[src/rtl/landmark_affine_transform_macros.svh]
// Assertion macros for the landmark affine transform.
// Used by the top level only; the bodies are empty when SYNTH is defined.
`ifndef LANDMARK_AFFINE_TRANSFORM_MACROS_SVH
`define LANDMARK_AFFINE_TRANSFORM_MACROS_SVH
`ifndef SYNTH
// The consequent must hold in the same cycle as the antecedent.
`define LAT_ASSERT_IMP(lbl, ante, cons, msg) \
  lbl: assert property (@(posedge clk) disable iff (!rst_n) (ante) |-> (cons)) \
    else $error(msg);
// The consequent must hold in the cycle after the antecedent.
`define LAT_ASSERT_NXT(lbl, ante, cons, msg) \
  lbl: assert property (@(posedge clk) disable iff (!rst_n) (ante) |=> (cons)) \
    else $error(msg);
`else
`define LAT_ASSERT_IMP(lbl, ante, cons, msg)
`define LAT_ASSERT_NXT(lbl, ante, cons, msg)
`endif
`endif

[src/rtl/lat_pkg.sv]
// Shared types, constants and a helper function for the landmark affine transform.
// No dependencies; the modules, interfaces and testbench refer to it by scoped names.
package lat_pkg;

  localparam int unsigned DataW       = 32;
  localparam int unsigned CoordW      = 33;
  localparam int unsigned ProdW       = 65;
  localparam int unsigned AccW        = 67;
  localparam int unsigned SumW        = 52;
  localparam int unsigned DetW        = 50;
  localparam int unsigned DivW        = 51;
  localparam int unsigned PpsW        = 9;
  localparam int unsigned CfgIdxW     = 1;
  localparam int unsigned CfgDataW    = 9;
  localparam int unsigned FifoDepth   = 2;
  localparam int unsigned FifoLvlW    = 2;
  localparam int unsigned MaxPointsDef = 256;

  localparam logic [PpsW-1:0]    PpsReset     = 9'd68;
  localparam logic [CfgIdxW-1:0] CfgIdxInvert = 1'b0;
  localparam logic [CfgIdxW-1:0] CfgIdxPoints = 1'b1;
  localparam logic               ActLoad      = 1'b0;
  localparam logic               ActPoint     = 1'b1;

  // One input transaction as it sits in the queue.
  typedef struct packed {
    logic                    action;
    logic signed [DataW-1:0] m0;
    logic signed [DataW-1:0] m1;
    logic signed [DataW-1:0] m2;
    logic signed [DataW-1:0] m3;
    logic signed [DataW-1:0] tx;
    logic signed [DataW-1:0] ty;
    logic signed [DataW-1:0] x;
    logic signed [DataW-1:0] y;
  } item_t;

  // Queue entry: the item plus its class.
  typedef struct packed {
    logic  is_load;
    item_t item;
  } entry_t;

  // Queue status handed to the top level.
  typedef struct packed {
    logic [FifoLvlW-1:0] level;
    logic                full;
  } front_stat_t;

  // Saturate a wide signed sum to 32 bits.
  function automatic logic signed [DataW-1:0] sat32(input logic signed [SumW-1:0] v);
    logic signed [DataW-1:0] r;
    if (v > 52'sh7fffffff) begin
      r = 32'sh7fffffff;
    end else if (v < -52'sh80000000) begin
      r = -32'sh80000000;
    end else begin
      r = v[DataW-1:0];
    end
    return r;
  endfunction

endpackage

[src/rtl/lat_in_if.sv]
// Input channel interface of the landmark affine transform.
// Depends on lat_pkg for field widths.
interface lat_in_if;
  logic                             valid;
  logic                             ready;
  logic                             action;
  logic signed [lat_pkg::DataW-1:0] m0;
  logic signed [lat_pkg::DataW-1:0] m1;
  logic signed [lat_pkg::DataW-1:0] m2;
  logic signed [lat_pkg::DataW-1:0] m3;
  logic signed [lat_pkg::DataW-1:0] tx;
  logic signed [lat_pkg::DataW-1:0] ty;
  logic signed [lat_pkg::DataW-1:0] x;
  logic signed [lat_pkg::DataW-1:0] y;

  modport source (output valid, action, m0, m1, m2, m3, tx, ty, x, y, input ready);
  modport sink (input valid, action, m0, m1, m2, m3, tx, ty, x, y, output ready);
endinterface

[src/rtl/lat_front.sv]
// Front end: accepts input transactions, classifies them and queues them.
// Depends on lat_pkg and lat_in_if.
module lat_front (
  input  logic                 clk,
  input  logic                 rst_n,
  lat_in_if.sink               in_ch,
  output lat_pkg::entry_t      pop_entry,
  output logic                 pop_valid,
  input  logic                 pop_ready,
  output lat_pkg::front_stat_t stat
);

  lat_pkg::entry_t              mem_r [lat_pkg::FifoDepth];
  logic                         wr_ptr_r;
  logic                         rd_ptr_r;
  logic [lat_pkg::FifoLvlW-1:0] level_r;
  logic                         push;
  logic                         pop;
  lat_pkg::entry_t              new_entry;

  // Accept while the queue has room.
  assign in_ch.ready = (level_r != lat_pkg::FifoLvlW'(lat_pkg::FifoDepth));
  assign push        = in_ch.valid && in_ch.ready;
  assign pop         = pop_valid && pop_ready;
  assign pop_valid   = (level_r != '0);
  assign pop_entry   = mem_r[rd_ptr_r];

  // Classify the incoming transaction.
  always_comb begin
    new_entry.is_load     = (in_ch.action == lat_pkg::ActLoad);
    new_entry.item.action = in_ch.action;
    new_entry.item.m0     = in_ch.m0;
    new_entry.item.m1     = in_ch.m1;
    new_entry.item.m2     = in_ch.m2;
    new_entry.item.m3     = in_ch.m3;
    new_entry.item.tx     = in_ch.tx;
    new_entry.item.ty     = in_ch.ty;
    new_entry.item.x      = in_ch.x;
    new_entry.item.y      = in_ch.y;
  end

  // Queue storage.
  always_ff @(posedge clk) begin
    if (push) begin
      mem_r[wr_ptr_r] <= new_entry;
    end
  end

  // Pointers and fill level.
  always_ff @(posedge clk) begin
    if (!rst_n) begin
      wr_ptr_r <= 1'b0;
      rd_ptr_r <= 1'b0;
      level_r  <= '0;
    end else begin
      if (push) begin
        wr_ptr_r <= ~wr_ptr_r;
      end
      if (pop) begin
        rd_ptr_r <= ~rd_ptr_r;
      end
      if (push && !pop) begin
        level_r <= level_r + 1'b1;
      end else if (pop && !push) begin
        level_r <= level_r - 1'b1;
      end
    end
  end

  assign stat.level = level_r;
  assign stat.full  = !in_ch.ready;

endmodule

[src/flat_wrapper.sv]
// flat-port wrapper written by rule: the top's interface ports become plain ports
module lat_front_flat 
  (clk, rst_n, pop_entry, pop_valid, pop_ready, stat, in_ch_valid, in_ch_action, in_ch_m0, in_ch_m1, in_ch_m2, in_ch_m3, in_ch_tx, in_ch_ty, in_ch_x, in_ch_y, in_ch_ready);
  lat_in_if in_ch_i ();
  input  logic clk;
  input  logic rst_n;
  output lat_pkg::entry_t pop_entry;
  output logic pop_valid;
  input  logic pop_ready;
  output lat_pkg::front_stat_t stat;
  input wire logic [$bits(in_ch_i.valid)-1:0] in_ch_valid;
  input wire logic [$bits(in_ch_i.action)-1:0] in_ch_action;
  input wire logic [$bits(in_ch_i.m0)-1:0] in_ch_m0;
  input wire logic [$bits(in_ch_i.m1)-1:0] in_ch_m1;
  input wire logic [$bits(in_ch_i.m2)-1:0] in_ch_m2;
  input wire logic [$bits(in_ch_i.m3)-1:0] in_ch_m3;
  input wire logic [$bits(in_ch_i.tx)-1:0] in_ch_tx;
  input wire logic [$bits(in_ch_i.ty)-1:0] in_ch_ty;
  input wire logic [$bits(in_ch_i.x)-1:0] in_ch_x;
  input wire logic [$bits(in_ch_i.y)-1:0] in_ch_y;
  output wire logic [$bits(in_ch_i.ready)-1:0] in_ch_ready;
  assign in_ch_i.valid = in_ch_valid;
  assign in_ch_i.action = in_ch_action;
  assign in_ch_i.m0 = in_ch_m0;
  assign in_ch_i.m1 = in_ch_m1;
  assign in_ch_i.m2 = in_ch_m2;
  assign in_ch_i.m3 = in_ch_m3;
  assign in_ch_i.tx = in_ch_tx;
  assign in_ch_i.ty = in_ch_ty;
  assign in_ch_i.x = in_ch_x;
  assign in_ch_i.y = in_ch_y;
  assign in_ch_ready = in_ch_i.ready;
  lat_front u_core (.clk(clk), .rst_n(rst_n), .in_ch(in_ch_i), .pop_entry(pop_entry), .pop_valid(pop_valid), .pop_ready(pop_ready), .stat(stat));
endmodule
[config.mk]
export PLATFORM = sky130hd
export DESIGN_NAME = lat_front_flat
export DESIGN_NICKNAME = d
export VERILOG_FILES = /design/src/rtl/landmark_affine_transform_macros.svh /design/src/rtl/lat_pkg.sv /design/src/rtl/lat_in_if.sv /design/src/rtl/lat_front.sv /design/src/flat_wrapper.sv
export SDC_FILE = /design/constraint.sdc
export NUM_CORES = 1
export LEC_CHECK = 0
export ABC_AREA = 1
export BUFFER_PORTS_ARGS = -buffer_cell sky130_fd_sc_hd__buf_2
export CORE_ASPECT_RATIO = 1.4
export CORE_MARGIN = 2
export CORE_UTILIZATION = 40
export CTS_BUF_LIST = sky130_fd_sc_hd__clkbuf_8
export CTS_CLUSTER_SIZE = 40
export DETAILED_ROUTE_END_ITERATION = 8
export PLACE_DENSITY_LB_ADDON = 0.2
export SYNTH_ARGS = -nofsm -noshare
export SYNTH_HDL_FRONTEND = slang
export SYNTH_SLANG_ARGS = --single-unit
[constraint.sdc]
create_clock -name clk -period 20.9 [get_ports clk]
set_clock_uncertainty 0.15 [all_clocks]
set_input_delay 4.18 -clock clk [delete_from_list [all_inputs] [get_ports clk]]
set_output_delay 4.18 -clock clk [all_outputs]
set_load 0.1 [all_outputs]
After elaboration in Yosys (flattened, before gate mapping)
Memory sizes are Yosys's and may differ from the RTL's. A register that Yosys moved wholly into a read port is not among the register bits.
Index checks and enable logic that the tools add are counted.
- register bits: 4
- RAM bits: 516
- bits of input ports: 261
- memories: 1
- add/sub/neg operators: 2
- equality and inequality tests: 1
- multiplexer cells: 6
- bitwise gates (word level): 3
- reductions and logical operators: 9
- memories (name ; words ; bits a word ; read ports ; clocked after Yosys merged registers in ; wr ports ; line ; source):
    u_core.mem_r ; 2 ; 258 ; 1 ; 1 ; 1 ; lat_front.sv:13 ; lat_pkg::entry_t mem_r [lat_pkg::FifoDepth];
- operators by type and width (operator ; count):
    1-bit logical AND ; 4
    1-bit 2-to-1 mux ; 4
    2-bit 2-to-1 mux ; 2
    2-bit nonzero test ; 2
    1-bit logical NOT ; 3
    1-bit inverter ; 3
    2-bit by 1-bit adder with 2-bit output, second input constant ; 1
    2-bit inequality test, second input constant ; 1
    2-bit by 1-bit subtractor with 2-bit output, second input constant ; 1

Depth between registers and ports, before layout
Gate-level depths: netlist (run 1).
- depth after elaboration: 6
- mapped depth: 10
- mapped depth without buffers: 10

Worst setup path after synthesis (run 1)
OpenSTA, ideal clock, no wires.
- path kind: input to register
- start: input in_ch_valid
- end: memory u_core.mem_r[0][0] (netlist name), enable pin
- setup time: 0.883 ns
- data arrival time: 15.095 ns
- data required time: 19.867 ns
- path slack: 4.772 ns
- cell stages on the path: 2
- buffers on the path: 0
- cell sequence: o21ai_0 -> nor2_1
- cells in the longest elaborated chain, start to end: 3
- ends and longest elaborated chain (item ; line ; source):
    start, declared ; flat_wrapper.sv:11 ; input wire logic [$bits(in_ch_i.valid)-1:0] in_ch_valid;
    1-bit logical AND ; lat_front.sv:23 ; assign push = in_ch.valid && in_ch.ready;
    1-bit 2-to-1 mux ; lat_front.sv:44 ; if (push) begin
    1-bit 2-to-1 mux (implied by the code) ; lat_front.sv:45 ; mem_r[wr_ptr_r] <= new_entry;
    end, declared ; lat_front.sv:13 ;
Every way passes these cells.

==> results of run 1 <==
metal layers:
layer / vias to the layer above / part of all wire (%) / GRT usage [%]
met5: - / 0.093 / 0
met4: 6 / 4.3 / 9.52
met3: 94 / 8.5 / 5.85
met2: 408 / 53 / 29.0
met1: 4791 / 34 / 16.1
li1: 4514 / - / -
power groups by stage:
stage               clock network, µW  registers (µW)  logic [µW]
floorplan                           0            1450        1490
global placement                    0            1390        1710
detailed placement                  0            1390        1720
CTS                               778            1370        1720
global route                      819            1380        1750
finish                            747            1370        1700
layout by cell type (no fill, tap or decap), types with 2 or more instances in the layout:
master,instances
inv_1,34
nand2_1,7
buf_4,7
inv_6,2
nor2_1,7
bufinv_16,2
edfxtp_1,516
diode_2,6
nor2_4,2
mux2_2,57
o21ai_0,3
buf_12,2
mux2_4,201
clkinv_1,11
clkinv_2,9
buf_2,523
clkbuf_8,81
dfxtp_1,4
worst max-delay path: stages, from the launching register on:
cell	delay [ps]
dfxtp_4	910
buf_4	760
buf_4	1010
mux2_2	360
buf_2	440
flip-flops by register name, indices dropped and copies added, names as in the netlist, named ones only:
| register | flops |
|---|---|
| u_core.mem_r | 516 |
| u_core.rd_ptr_r | 1 |
| u_core.wr_ptr_r | 1 |
| u_core.level_r | 2 |
logic make-up after synthesis:
group                      synth area share (%)
AOI/OAI and AO/OA                         0.140
adders and majority gates                0.0634
buffers and inverters                      1.79
DFF                                        79.1
muxes                                      18.6
and+or+nand+nor                           0.362
worst paths after layout:
check        cells after the start  slack [ps]                        endpoint                            from
max                              4       12330                  pop_entry[241]                       flip-flop
min                              2         370                       flip-flop    u_core.rd_ptr_r$_SDFFE_PN0P_
max reg2reg                      4       17010  u_core.mem_r[0][185]$_DFFE_PP_  u_core.level_r[0]$_SDFFE_PN0P_
min reg2reg                      2         370                       flip-flop    u_core.rd_ptr_r$_SDFFE_PN0P_
metrics by stage:
stage / total power (µW) / instance area (µm²) / hold WS [ps]
2_1_floorplan: 2940 / 19700 / 317
3_3_place_gp: 3100 / 22900 / 338
3_5_place_dp: 3110 / 22900 / 362
4_1_cts: 3870 / 24300 / 380
5_1_grt: 3960 / 24300 / 429
6_report: 3820 / 24300 / 371
final cells by class:
cell class / count / area (µm²) / share of cell area, %
diodes: 6 / 15.0 / 0.0617
clock buffers: 81 / 1110 / 4.58
clock inverters: 49 / 262 / 1.08
inverters: 10 / 37.5 / 0.154
multi-input cells: 282 / 3790 / 15.6
flip-flops and latches: 521 / 15600 / 64.1
well taps: 637 / 797 / 3.28
repair buffers: 532 / 2710 / 11.1
==> summary.md, run 1 <==
| Metric | Value |
|---|---|
| Initial antenna violation count | 10 |
| Final Cycle Share | 41.0% |
| GRT Total Usage | 16.3% |
| CP Max Fanout | 67 |
| Syn_nets | 1104 |
| Vias in the first global route | 10400 |
| Comb power frac | about 45% |
| Total grt overflow | 0 |
| Ranking of synthesized cells by area | edfxtp_1, mux2_4, mux2_2, buf_6, dfxtp_1 |
| Warnings from Yosys | 0 |
| Post-synthesis register bit count | approximately 520 |
| Total CTS buffers | 78 |
| First-pass GRT wire length | 61000 µm |
| RD Place Congestion | 0.796 |
| Int Power | 2040 µW |
| Worst setup EP type | output pin |
| Die Footprint | 51100 µm² |
| Cts hold-fix bufs | 0 |
| Clk sinks | 521 |
| Syn Area/Cell | 23.4 µm² |
| Cell taking the most area after synthesis | edfxtp_1 |
| Drt wl/cell | 20.2 µm |
| Synthesized area | 19700 µm² |
| Area added between synthesis and finish | 23.3% |
| Status | completed |
| IO Pins | 524 |
| Cell with the most instances after synthesis | edfxtp_1 |
| Arr. time, crit path | between 4000 and 5000 ps |
| Placed Cells | between 1500 and 2000 |
| DP Wirelength | approximately 29000 µm |
| Relative slew margins | between 15 and 20% |
| PwrDens | 157 nW/µm² |
| RSZ-0062 raised after global routing | no |
| Most frequent cells after synthesis | edfxtp_1, mux2_4, mux2_2 |
| Synth unique cells | 16 |
| Max VDD drop | 0.133 mV |
| Net count, final | 1687 |
| DRT iter0 DRCs | between 400 and 500 |
| Setup TNS | 0 ps |
| Main synth FF type | edfxtp_1 |
| CTS max path bufs | 3 |
| I/O Buffers | about 520 |
| Worst-Margin Slew | 1210 ps |
| Clk pin slew, worst setup/hold paths | approximately 60 ps |
| Final Routed Wirelength | about 43000 µm |
| Max-Cap Viols | 0 |
| DRC Markers | 0 |
| DR pass1 iterations | 4 |
| Site Rows | 96 |
| Initial Util | 40.3% |
| Die Wd | 192 µm |
| CTS tree | done |
| Async SR Flop Fraction | 0% |
| Leakage | 0.00952 µW |
| Fill cell instance count of the final layout | 4122 |
| Cells after synthesis | between 800 and 900 |
| Die span in y | ~270 µm |
| Switch share | 46.5% |
| Synth top area share | 78.6% |
| Number of synthesized flops with an enable pin | between 500 and 600 |
| Postcts setup bufs | 0 |
| Non-filler instance count after layout | approximately 2100 |
| Vias per cell | 4.63 |
| Routed vias | ~9800 |
| Largest net degree at the start of global routing | 161 |
| Worst hold path class | reg -> reg |
| Sequential share of power | 35.9% |
| Clock group share of total power | 19.5% |
| Layout cell share with drive strength beyond 1 | 60.2% |
| CTS Root Cell | clkbuf_8 |
| Worst setup path category | reg -> out |
| Clk Latency, worst-skew pair | 630 ps |
| Post-layout min period | approximately 8600 ps |
| CP required | 16570 ps |
| Max-slew violation count | 0 |
| Core ar. | 48900 µm² |
| Hold Fails Final Rpt | 0 |
| Post_cts resized | 0 |
| Seq/Total Area, Yosys | 79.1% |
| Net switching power figure | 1780 µW |
| Startpoint types | flip-flop |
| PnR worst setup slack | 12330 ps |
| H-tree depth | 3 |
| Setup-failing EPs final | 0 |
| Fmax | between 100 and 150 MHz |
| Pre-CTS setup slack | 12880 ps |
| Util after Layout | 49.7% |
| Antenna Violating Nets Remaining | 0 |
Note: power is estimated with default switching activity, not from simulation.
==> run 2, diff against run 1 <==
Clock period 20.9 ns to 7.49 ns, I/O delays scaled along.
==> summary.md, run 2 (synthesized netlist as in run 1, its figures left out) <==
| Metric | Value |
|---|---|
| Status | completed |
| Initial Util | 40.3% |
| RD Place Congestion | 0.815 |
| Postcts setup bufs | 0 |
| Clk pin slew, worst setup/hold paths | 60 ps |
| First-pass GRT wire length | between 60000 and 70000 µm |
| Max incr delay on CP | 780 ps |
| Hold_sp | u_core.rd_ptr_r$_SDFFE_PN0P_ |
| Die span in y | 267 µm |
| Clk Latency, worst-skew pair | 630 ps |
| Drt wl/cell | 20.8 µm |
| Initial antenna violation count | 19 |
| Cts hold-fix bufs | 0 |
| Routing usage on met1 | 15.4% |
| Commonest cells after routing, fill and taps aside | buf_2, edfxtp_1, mux2_4, clkbuf_8, mux2_2 |
| GR Util met2 | 30.7% |
| Die Wd | roughly 190 µm |
| Vias per cell | approximately 4.7 |
| RR Endpoint | u_core.mem_r[0][239]$_DFFE_PP_ |
| FF-to-FF path depth | 4 |
| Top Registers | u_core.mem_r (516), u_core.level_r (2) |
| DRT iter0 DRCs | 423 |
| Core ar. | 48900 µm² |
| CP required | 5840 ps |
| Fill cell instance count of the final layout | approximately 4200 |
| Reg-to-reg startpoint | u_core.level_r[1]$_SDFFE_PN0P_ |
| Post_cts resized | 0 |
| H-tree depth | 3 |
| Max-slew violation count | 0 |
| Met3 GRT Util | around 6.1% |
| Worst hold path class | reg -> reg |
| PnR worst setup slack | 3290 ps |
| Max VDD drop | 0.333 mV |
| Net count, final | 1686 |
| GRT Total Usage | 16.7% |
| Pre-CTS setup slack | a little under 4000 ps |
| RSZ-0062 raised after global routing | no |
| Routed vias | approximately 10000 |
| Final Routed Wirelength | 44300 µm |
| Antenna Violating Nets Remaining | 0 |
| Layout cell share with drive strength beyond 1 | 59.9% |
| Critical-path top delay cell | buf_4 |
| Worst reg2reg setup slack | 5100 ps |
| Total grt overflow | 0 |
| Clk sinks | 521 |
| Setup-failing EPs final | 0 |
| Critical path, cell by cell | buf_4 -> mux2_4 -> buf_2 |
| CTS Root Cell | clkbuf_8 |
| DRC Markers | 0 |
| CP Max Fanout | 59 |
| Startpoint types | flip-flop |
| IO Pins | 524 |
| Hold path depth | 2 |
| CTS tree | done |
| Hold Fails Final Rpt | 0 |
| Worst-Margin Slew | a little over 1000 ps |
| Setup TNS | 0 ps |
| Post-layout min period | roughly 4200 ps |
| CTS max path bufs | 3 |
| PwrDens | 437 nW/µm² |
| Top reg by flops | u_core.mem_r |
| I/O Buffers | between 500 and 600 |
| GRT Max-Usage Layer | met2 |
| Final Cycle Share | a little under three fifths |
| Site Rows | 96 |
| Max reg flops | 516 |
| Leakage | ~0.0095 µW |
| Die Footprint | a little over 50000 µm² |
| Worst setup path category | reg -> out |
| Register area | 15600 µm² |
| Endpoint, Worst Hold | u_core.rd_ptr_r$_SDFFE_PN0P_ |
| Placed Cells | 1980 |
| DR pass1 iterations | 4 |
| Commonest non-fill, non-tap cell in the layout | buf_2 |
| Worst setup EP type | output pin |
| Non-filler instance count after layout | 2132 |
| Total CTS buffers | 79 |
| Vias in the first global route | between 10000 and 15000 |
| Largest net degree at the start of global routing | 130 |
| Arr. time, crit path | 2560 ps |
| Area added between synthesis and finish | 23.7% |
| Relative slew margins | 32.4% |
| DP Wirelength | about 30000 µm |
| Max-Cap Viols | 0 |
| Multi-input logic area | about 3800 µm² |
| Fmax | 238 MHz |
[run 2: cell count changes in the layout (fill, tap and decap cells not counted)]
cell	delta
buf_12	+4
buf_4	-6
bufinv_16	-1
clkbuf_8	-1
clkinv_1	+5
clkinv_2	-2
clkinv_4	+1
clkinvlp_4	+1
diode_2	+9
inv_1	+2
inv_6	+1
inv_8	+1
[run 2: through the flow]
stage               hold slack [ps]  instance area, µm²  util [%]  power (µW)
finish                          360               24400      49.9       10700
CTS                             364               24300      49.8       10800
global placement                329               23000      47.0        8660
detailed placement              344               23000      47.0        8680
floorplan                       317               19700         -        8120
global route                    417               24400      49.9       11000
[run 2: how the worst max path moves through the flow]
stage / end / slack (ps) / depth (start not counted)
after floorplan: u_core.mem_r[0][0]$_DFFE_PP_ / -1580 / 2
after CTS: pop_entry[47] / 3200 / 3
final: pop_entry[47] / 3290 / 3
after global routing: pop_entry[82] / 3190 / 3
after global placement: pop_entry[24] / 4000 / 3
after detailed placement: pop_entry[47] / 3940 / 3
[run 2: cell type report]
| cell class | instances | share of cell area, % |
|---|---|---|
| clock inverter | 57 | 1.16 |
| sequential | 521 | 64.0 |
| tap | 637 | 3.27 |
| multi-input combinational | 282 | 15.5 |
| clock buffer | 80 | 4.51 |
| timing repair buffer | 530 | 11.3 |
| antenna | 15 | 0.154 |
| inverter | 10 | 0.154 |
[run 2: per-layer routing]
layer  up-vias  share of wire, %
met1      4935                33
met5         -              0.13
met2       421                54
met4         8               4.6
met3       111               8.5
li1       4547                 -
[run 2: power by group]
group | switching (µW) | internal (µW) | leakage (µW)
clock | 1040 | 1030 | 0.000804
combinational | 3820 | 954 | 0.00387
sequential | 119 | 3700 | 0.00485
total | 4980 | 5680 | 0.00953
[run 2: critical path: cells and delay by family, from the launching register on]
family / cells / cell delay, ps
mux: 1 / 300
flops: 1 / 370
buf+inv: 2 / 1200
